<file path="config.mk">
export PLATFORM = sky130hd
export DESIGN_NAME = rcl_front
export DESIGN_NICKNAME = d
export VERILOG_FILES = /design/src/sv/rcl_pkg.sv /design/src/sv/rcl_front.sv
export SDC_FILE = /design/constraint.sdc
export NUM_CORES = 1
export LEC_CHECK = 0
export BUFFER_PORTS_ARGS = -buffer_cell sky130_fd_sc_hd__clkbuf_2
export CORE_UTILIZATION = 45
export CTS_BUF_LIST = sky130_fd_sc_hd__clkbuf_4
export DETAILED_ROUTE_END_ITERATION = 8
export PLACE_DENSITY_LB_ADDON = 0.08
export REMOVE_ABC_BUFFERS = 1
export SYNTH_ARGS = -nofsm -noshare
export SYNTH_HDL_FRONTEND = slang
export SYNTH_SLANG_ARGS = --single-unit
</file>
<file path="constraint.sdc">
create_clock -name clk -period 5.3 [get_ports clk]
set_clock_uncertainty 0.15 [all_clocks]
set_input_delay 0.795 -clock clk [delete_from_list [all_inputs] [get_ports clk]]
set_output_delay 0.795 -clock clk [all_outputs]
set_load 0.02 [all_outputs]
</file>
<file path="src/sv/rcl_pkg.sv">
// Shared types and constants for the region continuity ledger.
`default_nettype none

package rcl_pkg;

    // Stream widths.
    localparam int IN_TDATA_W  = 192;
    localparam int OUT_TDATA_W = 496;

    // Configuration port.
    localparam int PADDR_W    = 5;
    localparam int PDATA_W    = 64;
    localparam int CFG_IDX_LO = 3;

    localparam logic [1:0] REG_ABS_TOL = 2'd0;
    localparam logic [1:0] REG_REL_TOL = 2'd1;
    localparam logic [1:0] REG_STEP    = 2'd2;

    // Queue between the front and the back.
    localparam int FIFO_DEPTH = 2;
    localparam int PTR_W      = 1;

    // One classified item as it travels through the queue.
    typedef struct packed {
        logic [48:0] change;
        logic [48:0] rate_sum;
        logic        last;
    } rcl_item_t;

    // Configuration values seen by the back end.
    typedef struct packed {
        logic [47:0] abs_tolerance;
        logic [15:0] rel_tolerance;
        logic [31:0] step_duration;
    } rcl_cfg_t;

endpackage

`default_nettype wire

</file>
<file path="src/sv/rcl_front.sv">
// Input acceptance, item classification and the short queue to the back end.
`default_nettype none

module rcl_front (
    input  wire logic                           clk,
    input  wire logic                           rst_n,
    input  wire logic                           s_tvalid,
    output logic                                s_tready,
    // prev_volume, cur_volume, prev_rate, cur_rate
    input  wire logic [rcl_pkg::IN_TDATA_W-1:0] s_tdata,
    input  wire logic                           s_tlast,
    output logic                                q_valid,
    output rcl_pkg::rcl_item_t                  q_item,
    input  wire logic                           q_pop
);

    rcl_pkg::rcl_item_t                entries_reg [rcl_pkg::FIFO_DEPTH];
    logic [rcl_pkg::PTR_W-1:0]         wr_ptr_reg;
    logic [rcl_pkg::PTR_W-1:0]         wr_ptr_next;
    logic [rcl_pkg::PTR_W-1:0]         rd_ptr_reg;
    logic [rcl_pkg::PTR_W-1:0]         rd_ptr_next;
    logic [rcl_pkg::PTR_W:0]           count_reg;
    logic [rcl_pkg::PTR_W:0]           count_next;
    logic                              push;
    rcl_pkg::rcl_item_t                new_item;
    logic [47:0]                       prev_volume;
    logic [47:0]                       cur_volume;
    logic [47:0]                       prev_rate;
    logic [47:0]                       cur_rate;

    assign prev_volume = s_tdata[47:0];
    assign cur_volume  = s_tdata[95:48];
    assign prev_rate   = s_tdata[143:96];
    assign cur_rate    = s_tdata[191:144];

    always_comb
    begin
        new_item.change   = {1'b0, cur_volume} - {1'b0, prev_volume};
        new_item.rate_sum = {prev_rate[47], prev_rate} + {cur_rate[47], cur_rate};
        new_item.last     = s_tlast;
    end

    assign s_tready = (count_reg != (rcl_pkg::PTR_W+1)'(rcl_pkg::FIFO_DEPTH));
    assign push     = s_tvalid && s_tready;
    assign q_valid  = (count_reg != '0);
    assign q_item   = entries_reg[rd_ptr_reg];

    always_comb
    begin
        wr_ptr_next = wr_ptr_reg;
        rd_ptr_next = rd_ptr_reg;
        count_next  = count_reg;
        if (push)
        begin
            wr_ptr_next = (wr_ptr_reg == rcl_pkg::PTR_W'(rcl_pkg::FIFO_DEPTH-1)) ? '0
                        : wr_ptr_reg + 1'b1;
        end
        if (q_pop)
        begin
            rd_ptr_next = (rd_ptr_reg == rcl_pkg::PTR_W'(rcl_pkg::FIFO_DEPTH-1)) ? '0
                        : rd_ptr_reg + 1'b1;
        end
        if (push && !q_pop)
        begin
            count_next = count_reg + 1'b1;
        end
        else if (q_pop && !push)
        begin
            count_next = count_reg - 1'b1;
        end
    end

    always_ff @(posedge clk or negedge rst_n)
    begin
        if (!rst_n)
        begin
            wr_ptr_reg <= '0;
            rd_ptr_reg <= '0;
            count_reg  <= '0;
        end
        else
        begin
            wr_ptr_reg <= wr_ptr_next;
            rd_ptr_reg <= rd_ptr_next;
            count_reg  <= count_next;
        end
    end

    always_ff @(posedge clk)
    begin
        if (push)
        begin
            entries_reg[wr_ptr_reg] <= new_item;
        end
    end

    a_count_up: assert property (@(posedge clk) disable iff (!rst_n)
        (push && !q_pop) |=> count_reg == $past(count_reg) + 1'b1)
        else $error("queue fill count did not follow a push");

    a_pop_nonempty: assert property (@(posedge clk) disable iff (!rst_n)
        q_pop |-> count_reg != '0)
        else $error("item popped from an empty queue");

    a_fill_bound: assert property (@(posedge clk) disable iff (!rst_n)
        count_reg <= (rcl_pkg::PTR_W+1)'(rcl_pkg::FIFO_DEPTH))
        else $error("queue fill count exceeds depth");

endmodule

`default_nettype wire

</file>
==> Word-level counts from Yosys, hierarchy flattened <==
Memory sizes are Yosys's and may differ from the RTL's.
Index checks and enable logic that the tools add are counted.
Widths: inputs -> output; s select.
{ "totals": {"ram_bits": 198, "ff_bits": 4, "n_memories": 1} }
{ "op_classes": {"mux": 6, "n_reduce_logical": 7, "n_eq_ne": 1, "n_addsub": 6} }
{ "mem_list": {"columns": ["name", "words", "width", "read_ports", "rd_ports_with_merged_regs", "write_ports", "line_no", "source"], "rows": [
  ["entries_reg", 2, 99, 1, 0, 1, "rcl_front.sv:17", "rcl_pkg::rcl_item_t entries_reg [rcl_pkg::FIFO_DEPTH];"]
]} }
{ "ops": {"columns": ["op", "n"], "rows": [
  ["$add 48x48->49", 1],
  ["$sub 48x48->49", 1],
  ["$mux 1", 4],
  ["$mux 2", 2],
  ["$reduce_bool 2->1", 2],
  ["$logic_and 1x1->1", 3],
  ["$add 1x1->1 const B", 2],
  ["$add 2x1->2 const B", 1],
  ["$logic_not 1->1", 2],
  ["$ne 2x2->1 const B", 1],
  ["$sub 2x1->2 const B", 1]
]} }

==> Depth between registers and ports, before layout <==
Gate-level depths: netlist of run 1.
{ "depth": {"depth_word": 6, "mapped_depth": 12, "depth_no_buf": 12} }

==> Least setup slack after synthesis of run 1 <==
Ideal clock, no wire load.
{ "synth_timing": {"kind": "input port to flip-flop", "startpoint": "input s_tvalid", "endpoint": "memory entries_reg[0][0] (netlist bit) (enable)", "arrival_time_ps": 5013, "setup_time_ps": 558, "required_time_ps": 4592, "path_slack_ps": -420, "n_path_buf": 0, "stages": 2, "path_cell_list": "nand2_1 > nor2_1"} }
{ "synth_between": {"elab_chain_cells": 3} }
{ "synth_lines": {"columns": ["item", "line_no", "source"], "rows": [
  ["start: declaration", "rcl_front.sv:7", "input wire logic s_tvalid,"],
  ["$logic_and 1x1->1", "rcl_front.sv:44", "assign push = s_tvalid && s_tready;"],
  ["$mux 1", "rcl_front.sv:91", "if (push)"],
  ["$mux 1 (implied by the code)", "rcl_front.sv:93", "entries_reg[wr_ptr_reg] <= new_item;"],
  ["end: declaration", "rcl_front.sv:17", null]
]} }
Every way passes these cells.

==> results of run 1 <==
-- cells by family after synthesis --
logic type | synth area share (%)
mux | 8.67
buf+inv | 3.90
compound gates | 16.4
xor+xnor | 6.34
flops | 47.0
simple gates | 7.92
fa+ha+maj | 9.76
-- synth_stat cells, types with 4 or more instances --
| cell | n | area share [%] |
|---|---|---|
| a211o_1 | 5 | 0.34 |
| a21o_1 | 67 | 3.9 |
| a21oi_1 | 99 | 3.9 |
| a221o_1 | 5 | 0.39 |
| a31oi_1 | 15 | 0.73 |
| a41oi_1 | 7 | 0.48 |
| and2_1 | 8 | 0.39 |
| and3_1 | 6 | 0.29 |
| buf_2 | 7 | 0.27 |
| clkbuf_1 | 43 | 1.3 |
| dfrtp_1 | 4 | 0.78 |
| edfxtp_1 | 198 | 46 |
| ha_1 | 97 | 9.4 |
| inv_1 | 80 | 2.3 |
| mux2_2 | 99 | 8.7 |
| nand2_1 | 64 | 1.9 |
| nand2b_1 | 5 | 0.24 |
| nand3_1 | 16 | 0.62 |
| nand4_1 | 28 | 1.4 |
| nor2_1 | 44 | 1.3 |
| nor2b_1 | 9 | 0.44 |
| nor3_1 | 11 | 0.43 |
| o211ai_1 | 4 | 0.23 |
| o21a_1 | 5 | 0.29 |
| o21ai_0 | 48 | 1.9 |
| o21ai_1 | 4 | 0.16 |
| o21bai_1 | 13 | 0.76 |
| o31ai_1 | 4 | 0.23 |
| xnor2_1 | 55 | 3.7 |
| xor2_1 | 38 | 2.6 |
-- power by group --
group | internal (mW) | switching (mW)
Sequential | 2.31 | 0.181
Clock | 0.772 | 0.619
Combinational | 1.01 | 1.56
Total | 4.10 | 2.36
-- area by class of cell --
cell class	instances	area (um2)
multi-input combinational	809	6320
antenna	1	2.50
inverter	80	300
clock inverter	13	77.6
sequential	202	6050
fill	2574	12500
clock buffer	85	638
timing repair buffer	303	1550
tap	378	473
-- layer usage --
layer	share of wire [%]	vias up
li1	-	4921
met5	0	-
met1	46	4628
met4	1.9	0
met2	47	293
met3	5.2	45
-- worst register-to-register path, cell delays in order, from the launching register on --
cell and delay, ns:
dfrtp_1 0.40, nand2b_1 0.17, and3_4 0.58, buf_4 0.64
-- what timing repair did --
item	4_1_cts	5_1_grt
hold buffers	1	0
buffers inserted	0	0
setup endpoints to repair	0	0
endpoints found under the hold margin	4	0
-- worst max path at each step --
| stage | endpoint | startpoint | slack (ns) |
|---|---|---|---|
| 3_3_place_gp | entries_reg[0][47]$_DFFE_PP_ | s_tdata[96] | 1.35 |
| 3_5_place_dp | entries_reg[1][96]$_DFFE_PP_ | s_tdata[48] | 1.29 |
| 2_1_floorplan | entries_reg[0][0]$_DFFE_PP_ | s_tvalid | -0.42 |
| 5_1_grt | q_item[25] | rd_ptr_reg$_DFFE_PN0P_ | 1.46 |
| 4_1_cts | q_item[24] | rd_ptr_reg$_DFFE_PN0P_ | 1.52 |
| 6_report | q_item[24] | rd_ptr_reg$_DFFE_PN0P_ | 1.64 |
==> reports/metrics.cfg, run 1 <==
[routing]
avgViaCountPerCell=5.28
vias=9887
drcViolationCount=0
drtPass1Iterations=4
drt_iter0_markers=468
final_antenna_net_count=0
wl_per_cell_um=16.2
wirelength_um=30300

[sta]
fin_tns_setup_ns=0
rsz0062_at_grt=no
relSlewSlack_pct=38.1
period_needed_ns=3.66
whs_ns=0.169
hold_violations=0
fin_crit_sh_pct=69.1
slew_viol_final=0
worst_pin_slew_ns=0.929
worst_slack_ns=1.64
fmax_mhz=273
setup_violations=0

[clock_network]
cts_tree=yes
clk_pin_slew_worst_paths_ns=0.07
cts_sinks=202
h-tree-depth=2
cts_buffer_depth=3
cts_buffers=55
insertion_delay_ns=0.64
post_cts_resized=0
clock-root-buffer=clkbuf_4

[die]
dieArea_mm2=0.0292
start_util_pct=46.0
core_mm2=0.0279
dieWidth_um=171
die_h_um=171
rows=61
pin_count=298

[placed_design]
hpwl_um=23000
place.gp.congestion=0.850
placement.cell_area_mm2=0.0147
dp_cells=1771
portBuffers=297
dp_slack_ns=1.29

[critical_path]
cp.required_ns=4.36
timing.reg2reg.worst_path_depth=3
cp.depth=3
crit_slowest_cell=dfrtp_4
cp-end-kind=output port
crit_chain=buf_4 > mux2_2 > clkbuf_2
max_stage_delay_ns=0.98
cp_max_fo=63
crit_buf_inv=2
cp_top_family=flip-flops
critPathKind=register to output port
reg2reg_to=entries_reg[1][96]$_DFFE_PP_
r2r_slack_ns=2.99
arrival_ns=2.71
crit_path_start_kind=register
r2r_start=count_reg[0]$_DFFE_PN0P_

[power]
power_density_mw_per_mm2=420
p_leak_nw=6.78
power.total_mw=6.46
ir_drop_uv=253

[yosys]
synth_area_mm2=0.0129
ys.flop_type=edfxtp_1
ys_seq_area_share_pct=47.0
synth_edf_count=198
synthCells=1142
yosys.cell_types.count=68
syn_avg_cell_area_um2=11.3
yosys_warnings=0
async_flop_share_pct=1.98
synth-seq-cells=202

[grt]
antenna_found_initial=1
gr-total-overflow=0
grt_max_degree=100
grt.met1_usage_pct=27.3
grt_pass1_wl_um=47800
met2_usage_pct=34.8
grt_pass1_vias=9549
track_usage_pct=20.7
grt_util_met3_pct=3.26
busiest_layer=met2

[worst_hold_path]
whs_endpoint=entries_reg[0][0]$_DFFE_PP_
min_path_cells=1
hold_start=s_tlast
hp-class=primary input to register

[final_layout]
final_common_cell=clkbuf_2
design_area_mm2=0.0154
fin_cells=1871
final_util_pct=55.1
most-common-layout-cells=clkbuf_2, edfxtp_1, a21oi_1, mux2_2, ha_1
layout-drive-gt1-share_pct=34.9
largest_register_ffs=198
nNetsFinal=1747
area_growth_pct=19.9

[run]
max-cap-violations=0

[run_status]
status=finished, final reports clean

Note: power is estimated with default switching activity, not from simulation.
==> run 2: changes to the inputs <==
--- a/config.mk
+++ b/config.mk
@@ -5,6 +5,7 @@
 export SDC_FILE = /design/constraint.sdc
 export NUM_CORES = 1
 export LEC_CHECK = 0
+export ABC_AREA = 1
 export BUFFER_PORTS_ARGS = -buffer_cell sky130_fd_sc_hd__clkbuf_2
 export CORE_UTILIZATION = 45
 export CTS_BUF_LIST = sky130_fd_sc_hd__clkbuf_4
==> constraint.sdc (replaced) <==
create_clock -name clk -period 3.3 [get_ports clk]
set_clock_uncertainty 0.15 [all_clocks]
set_input_delay 0.495 -clock clk [delete_from_list [all_inputs] [get_ports clk]]
set_output_delay 0.495 -clock clk [all_outputs]
set_load 0.02 [all_outputs]
==> reports/metrics.cfg, run 2 <==
[clock_network]
clk_pin_slew_worst_paths_ns=0.06  ; about the same
cts_sinks=202  ; unchanged
cts_tree=yes
h-tree-depth=2  ; unchanged
cts_buffers=55  ; unchanged
clock-root-buffer=clkbuf_4
insertion_delay_ns=0.73  ; +0.09 ns
postCtsSetupBuffers=0  ; unchanged
cts_buffer_depth=3  ; unchanged

[routing]
drcViolationCount=0  ; unchanged
wl_per_cell_um=15.9  ; -1.7%
vias=14900  ; +51%
drtPass1Iterations=6  ; +2
final_antenna_net_count=0  ; unchanged
avgViaCountPerCell=4.83  ; -8.5%
wirelength_um=49100  ; +62%
drt_iter0_markers=834  ; +78%

[final_layout]
final_common_cell=nand2_1
area_growth_pct=18.1
layout-drive-gt1-share_pct=20.6  ; -14 points
largest_register_ffs=198  ; unchanged
final_util_pct=54.4  ; -0.72 points
most-common-layout-cells=nand2_1, inv_1, clkbuf_2
nNetsFinal=2888  ; +65%

[power]
p_leak_nw=10.3  ; +52%
power.total_mw=10.9  ; +68%
combPwrFrac_pct=43.7  ; +3.8 points
ir_drop_uv=451  ; +79%
internal_power_mw=6.50  ; +59%
seqPwrFrac_pct=36.0  ; -2.6 points
power_density_mw_per_mm2=575  ; +37%
swShare_pct=40.3  ; +3.7 points
p_switching_mw=4.39  ; +86%
p_clk_share_pct=20.3  ; -1.2 points

[yosys]
synth-seq-cells=202  ; unchanged
netlist.area_leader.share_pct=37.1  ; -9.2 points
ys.flop_type=edfxtp_1
synth_area_mm2=0.0160  ; +25%
async_flop_share_pct=1.98  ; unchanged
yosys_warnings=0  ; unchanged
synth_compound_area_share_pct=2.39  ; -14 points
synth_fa_ha_area_share_pct=7.81  ; -1.9 points
synth_top_family_by_area=simple AND/OR/NAND/NOR gates
synthCells=2231  ; +95%
yosys.cell_types.count=33  ; -51%
post-synth-top-area-cell=edfxtp_1
synth_edf_count=198  ; unchanged
synthSimpleGateAreaFrac_pct=30.0  ; +22 points
yosysMostFrequentCell=nand2_1
syn_avg_cell_area_um2=7.19  ; -36%
synth-xor-area-share_pct=2.89  ; -3.4 points
ys_seq_area_share_pct=37.7  ; -9.4 points
synthTopCellsByCount=nand2_1, inv_1, edfxtp_1
yosys-top-cells-area=edfxtp_1, nand2_1, inv_1
synthMuxAreaShare_pct=6.95  ; -1.7 points

[sta]
worst_pin_slew_ns=0.659  ; -0.270 ns
worst_slack_ns=0.235  ; -1.40 ns
slew_viol_final=0  ; unchanged
fmax_mhz=326
rsz0062_at_grt=no
setup_violations=0  ; unchanged
hold_violations=0  ; unchanged
relSlewSlack_pct=56.0  ; +18 points
period_needed_ns=3.06
fin_crit_sh_pct=92.9

[placed_design]
dp_slack_ns=0.544  ; -0.746 ns
place.gp.congestion=0.945  ; +11%
portBuffers=297  ; unchanged
hpwl_um=40400  ; +76%

[critical_path]
max_stage_delay_ns=0.81  ; -0.17 ns
cp.required_ns=2.65  ; -1.71 ns
crit_chain=buf_4 > mux2_2 > clkbuf_2
cp_max_fo=38  ; -40%
arrival_ns=2.42  ; -0.29 ns
crit_slowest_cell=dfrtp_4
critPathKind=register to output port
cp-end-kind=output port
crit_path_start_kind=register

[grt]
track_usage_pct=27.3  ; +6.6 points
antenna_found_initial=1  ; unchanged
grt_pass1_vias=14700  ; +54%
grt_pass1_wl_um=75600  ; +58%
grt_max_degree=79  ; -21%
gr-total-overflow=0  ; unchanged

[die]
pin_count=298  ; unchanged
dieWidth_um=191  ; +12%
core_mm2=0.0348  ; +25%
die_h_um=191  ; +12%
start_util_pct=46.1  ; +0.098 points
rows=68  ; +11%
dieArea_mm2=0.0364  ; +25%

[run]
max-cap-violations=0  ; unchanged

[worst_hold_path]
hp-class=primary input to register

[run_status]
status=finished, final reports clean

==> run 2: cell types whose count changed after synthesis, moves of 46 or more <==
cell | before | now
nand2_1 | 64 | 845
inv_1 | 80 | 506
nor2_1 | 44 | 171
nand3_1 | 16 | 82
a21o_1 | 67 | 2
xnor2_1 | 55 | 2
o21ai_0 | 48 | 2
==> run 2: kinds of logic after synthesis <==
logic type / after synthesis
simple gates: 1185
fa+ha+maj: 99
compound gates: 71
flops: 202
mux: 99
xor+xnor: 53
buf+inv: 522
==> run 2: final timing paths <==
| path | startpoint | end | slack (ns) | cells past startpoint |
|---|---|---|---|---|
| max in group asynchronous | rst_n | rd_ptr_reg$_DFFE_PN0P_ | 2.23 | 3 |
| worst max-delay path | rd_ptr_reg$_DFFE_PN0P_ | q_item[81] | 0.24 | 3 |
| min in group asynchronous | rst_n | count_reg[1]$_DFFE_PN0P_ | 0.55 | 3 |
| worst max register to register | count_reg[0]$_DFFE_PN0P_ | entries_reg[1][18]$_DFFE_PP_ | 1.33 | 5 |
| worst min-delay path | s_tdata[1] | entries_reg[1][51]$_DFFE_PP_ | 0.12 | 3 |
| worst min register to register | count_reg[0]$_DFFE_PN0P_ | count_reg[0]$_DFFE_PN0P_ | 0.34 | 1 |
==> run 2: critical path, delay by kind of cell, from the launching register on <==
family,cells,cell delay [ns]
flip-flops,1,0.81
buffers and inverters,2,0.47
multiplexers,1,0.39
==> run 2: per-layer routing <==
layer  global-route usage (%)  up-vias  part of all wire [%]
met5                        0        -                     0
li1                         -     7625                     -
met2                     50.3      415                    51
met3                     3.85       99                   4.3
met1                     31.2     6772                    41
met4                     11.6        0                   3.7
==> run 2: power groups by stage <==
stage / clock network [mW] / registers, mW / logic, mW
5_1_grt: 2.41 / 3.98 / 5.16
6_report: 2.21 / 3.92 / 4.76
2_1_floorplan: 0 / 4.08 / 3.00
3_5_place_dp: 0 / 3.98 / 4.78
3_3_place_gp: 0 / 3.95 / 4.77
4_1_cts: 2.28 / 3.93 / 4.82
==> run 2: repair_timing <==
action	4_1_cts	5_1_grt
hold endpoints to repair	14	0
hold buffers	10	0
gates resized for setup	0	0
==> run 2: area by class of cell <==
| type | instances | area [um2] |
|---|---|---|
| fillers | 3531 | 15900 |
| multi-input cells | 1507 | 8040 |
| flip-flops and latches | 202 | 6050 |
| inverters | 511 | 1920 |
| repair buffers | 315 | 1700 |
| well taps | 455 | 569 |
| clock buffers | 75 | 563 |
| clock inverters | 18 | 100 |
| diodes | 1 | 2.50 |
==> run 2: stage by stage <==
step | hold WS [ns] | std cells | instance area [um2] | TNS [ns]
2_1_floorplan | 0.0494 | 2220 | 16000 | -468.82
3_3_place_gp | 0.158 | 2980 | 18200 | 0
3_5_place_dp | 0.160 | 2980 | 18200 | 0
4_1_cts | 0.0335 | 3083 | 18900 | 0
5_1_grt | 0.0455 | 3084 | 18900 | 0
6_report | 0.123 | 3084 | 18900 | 0
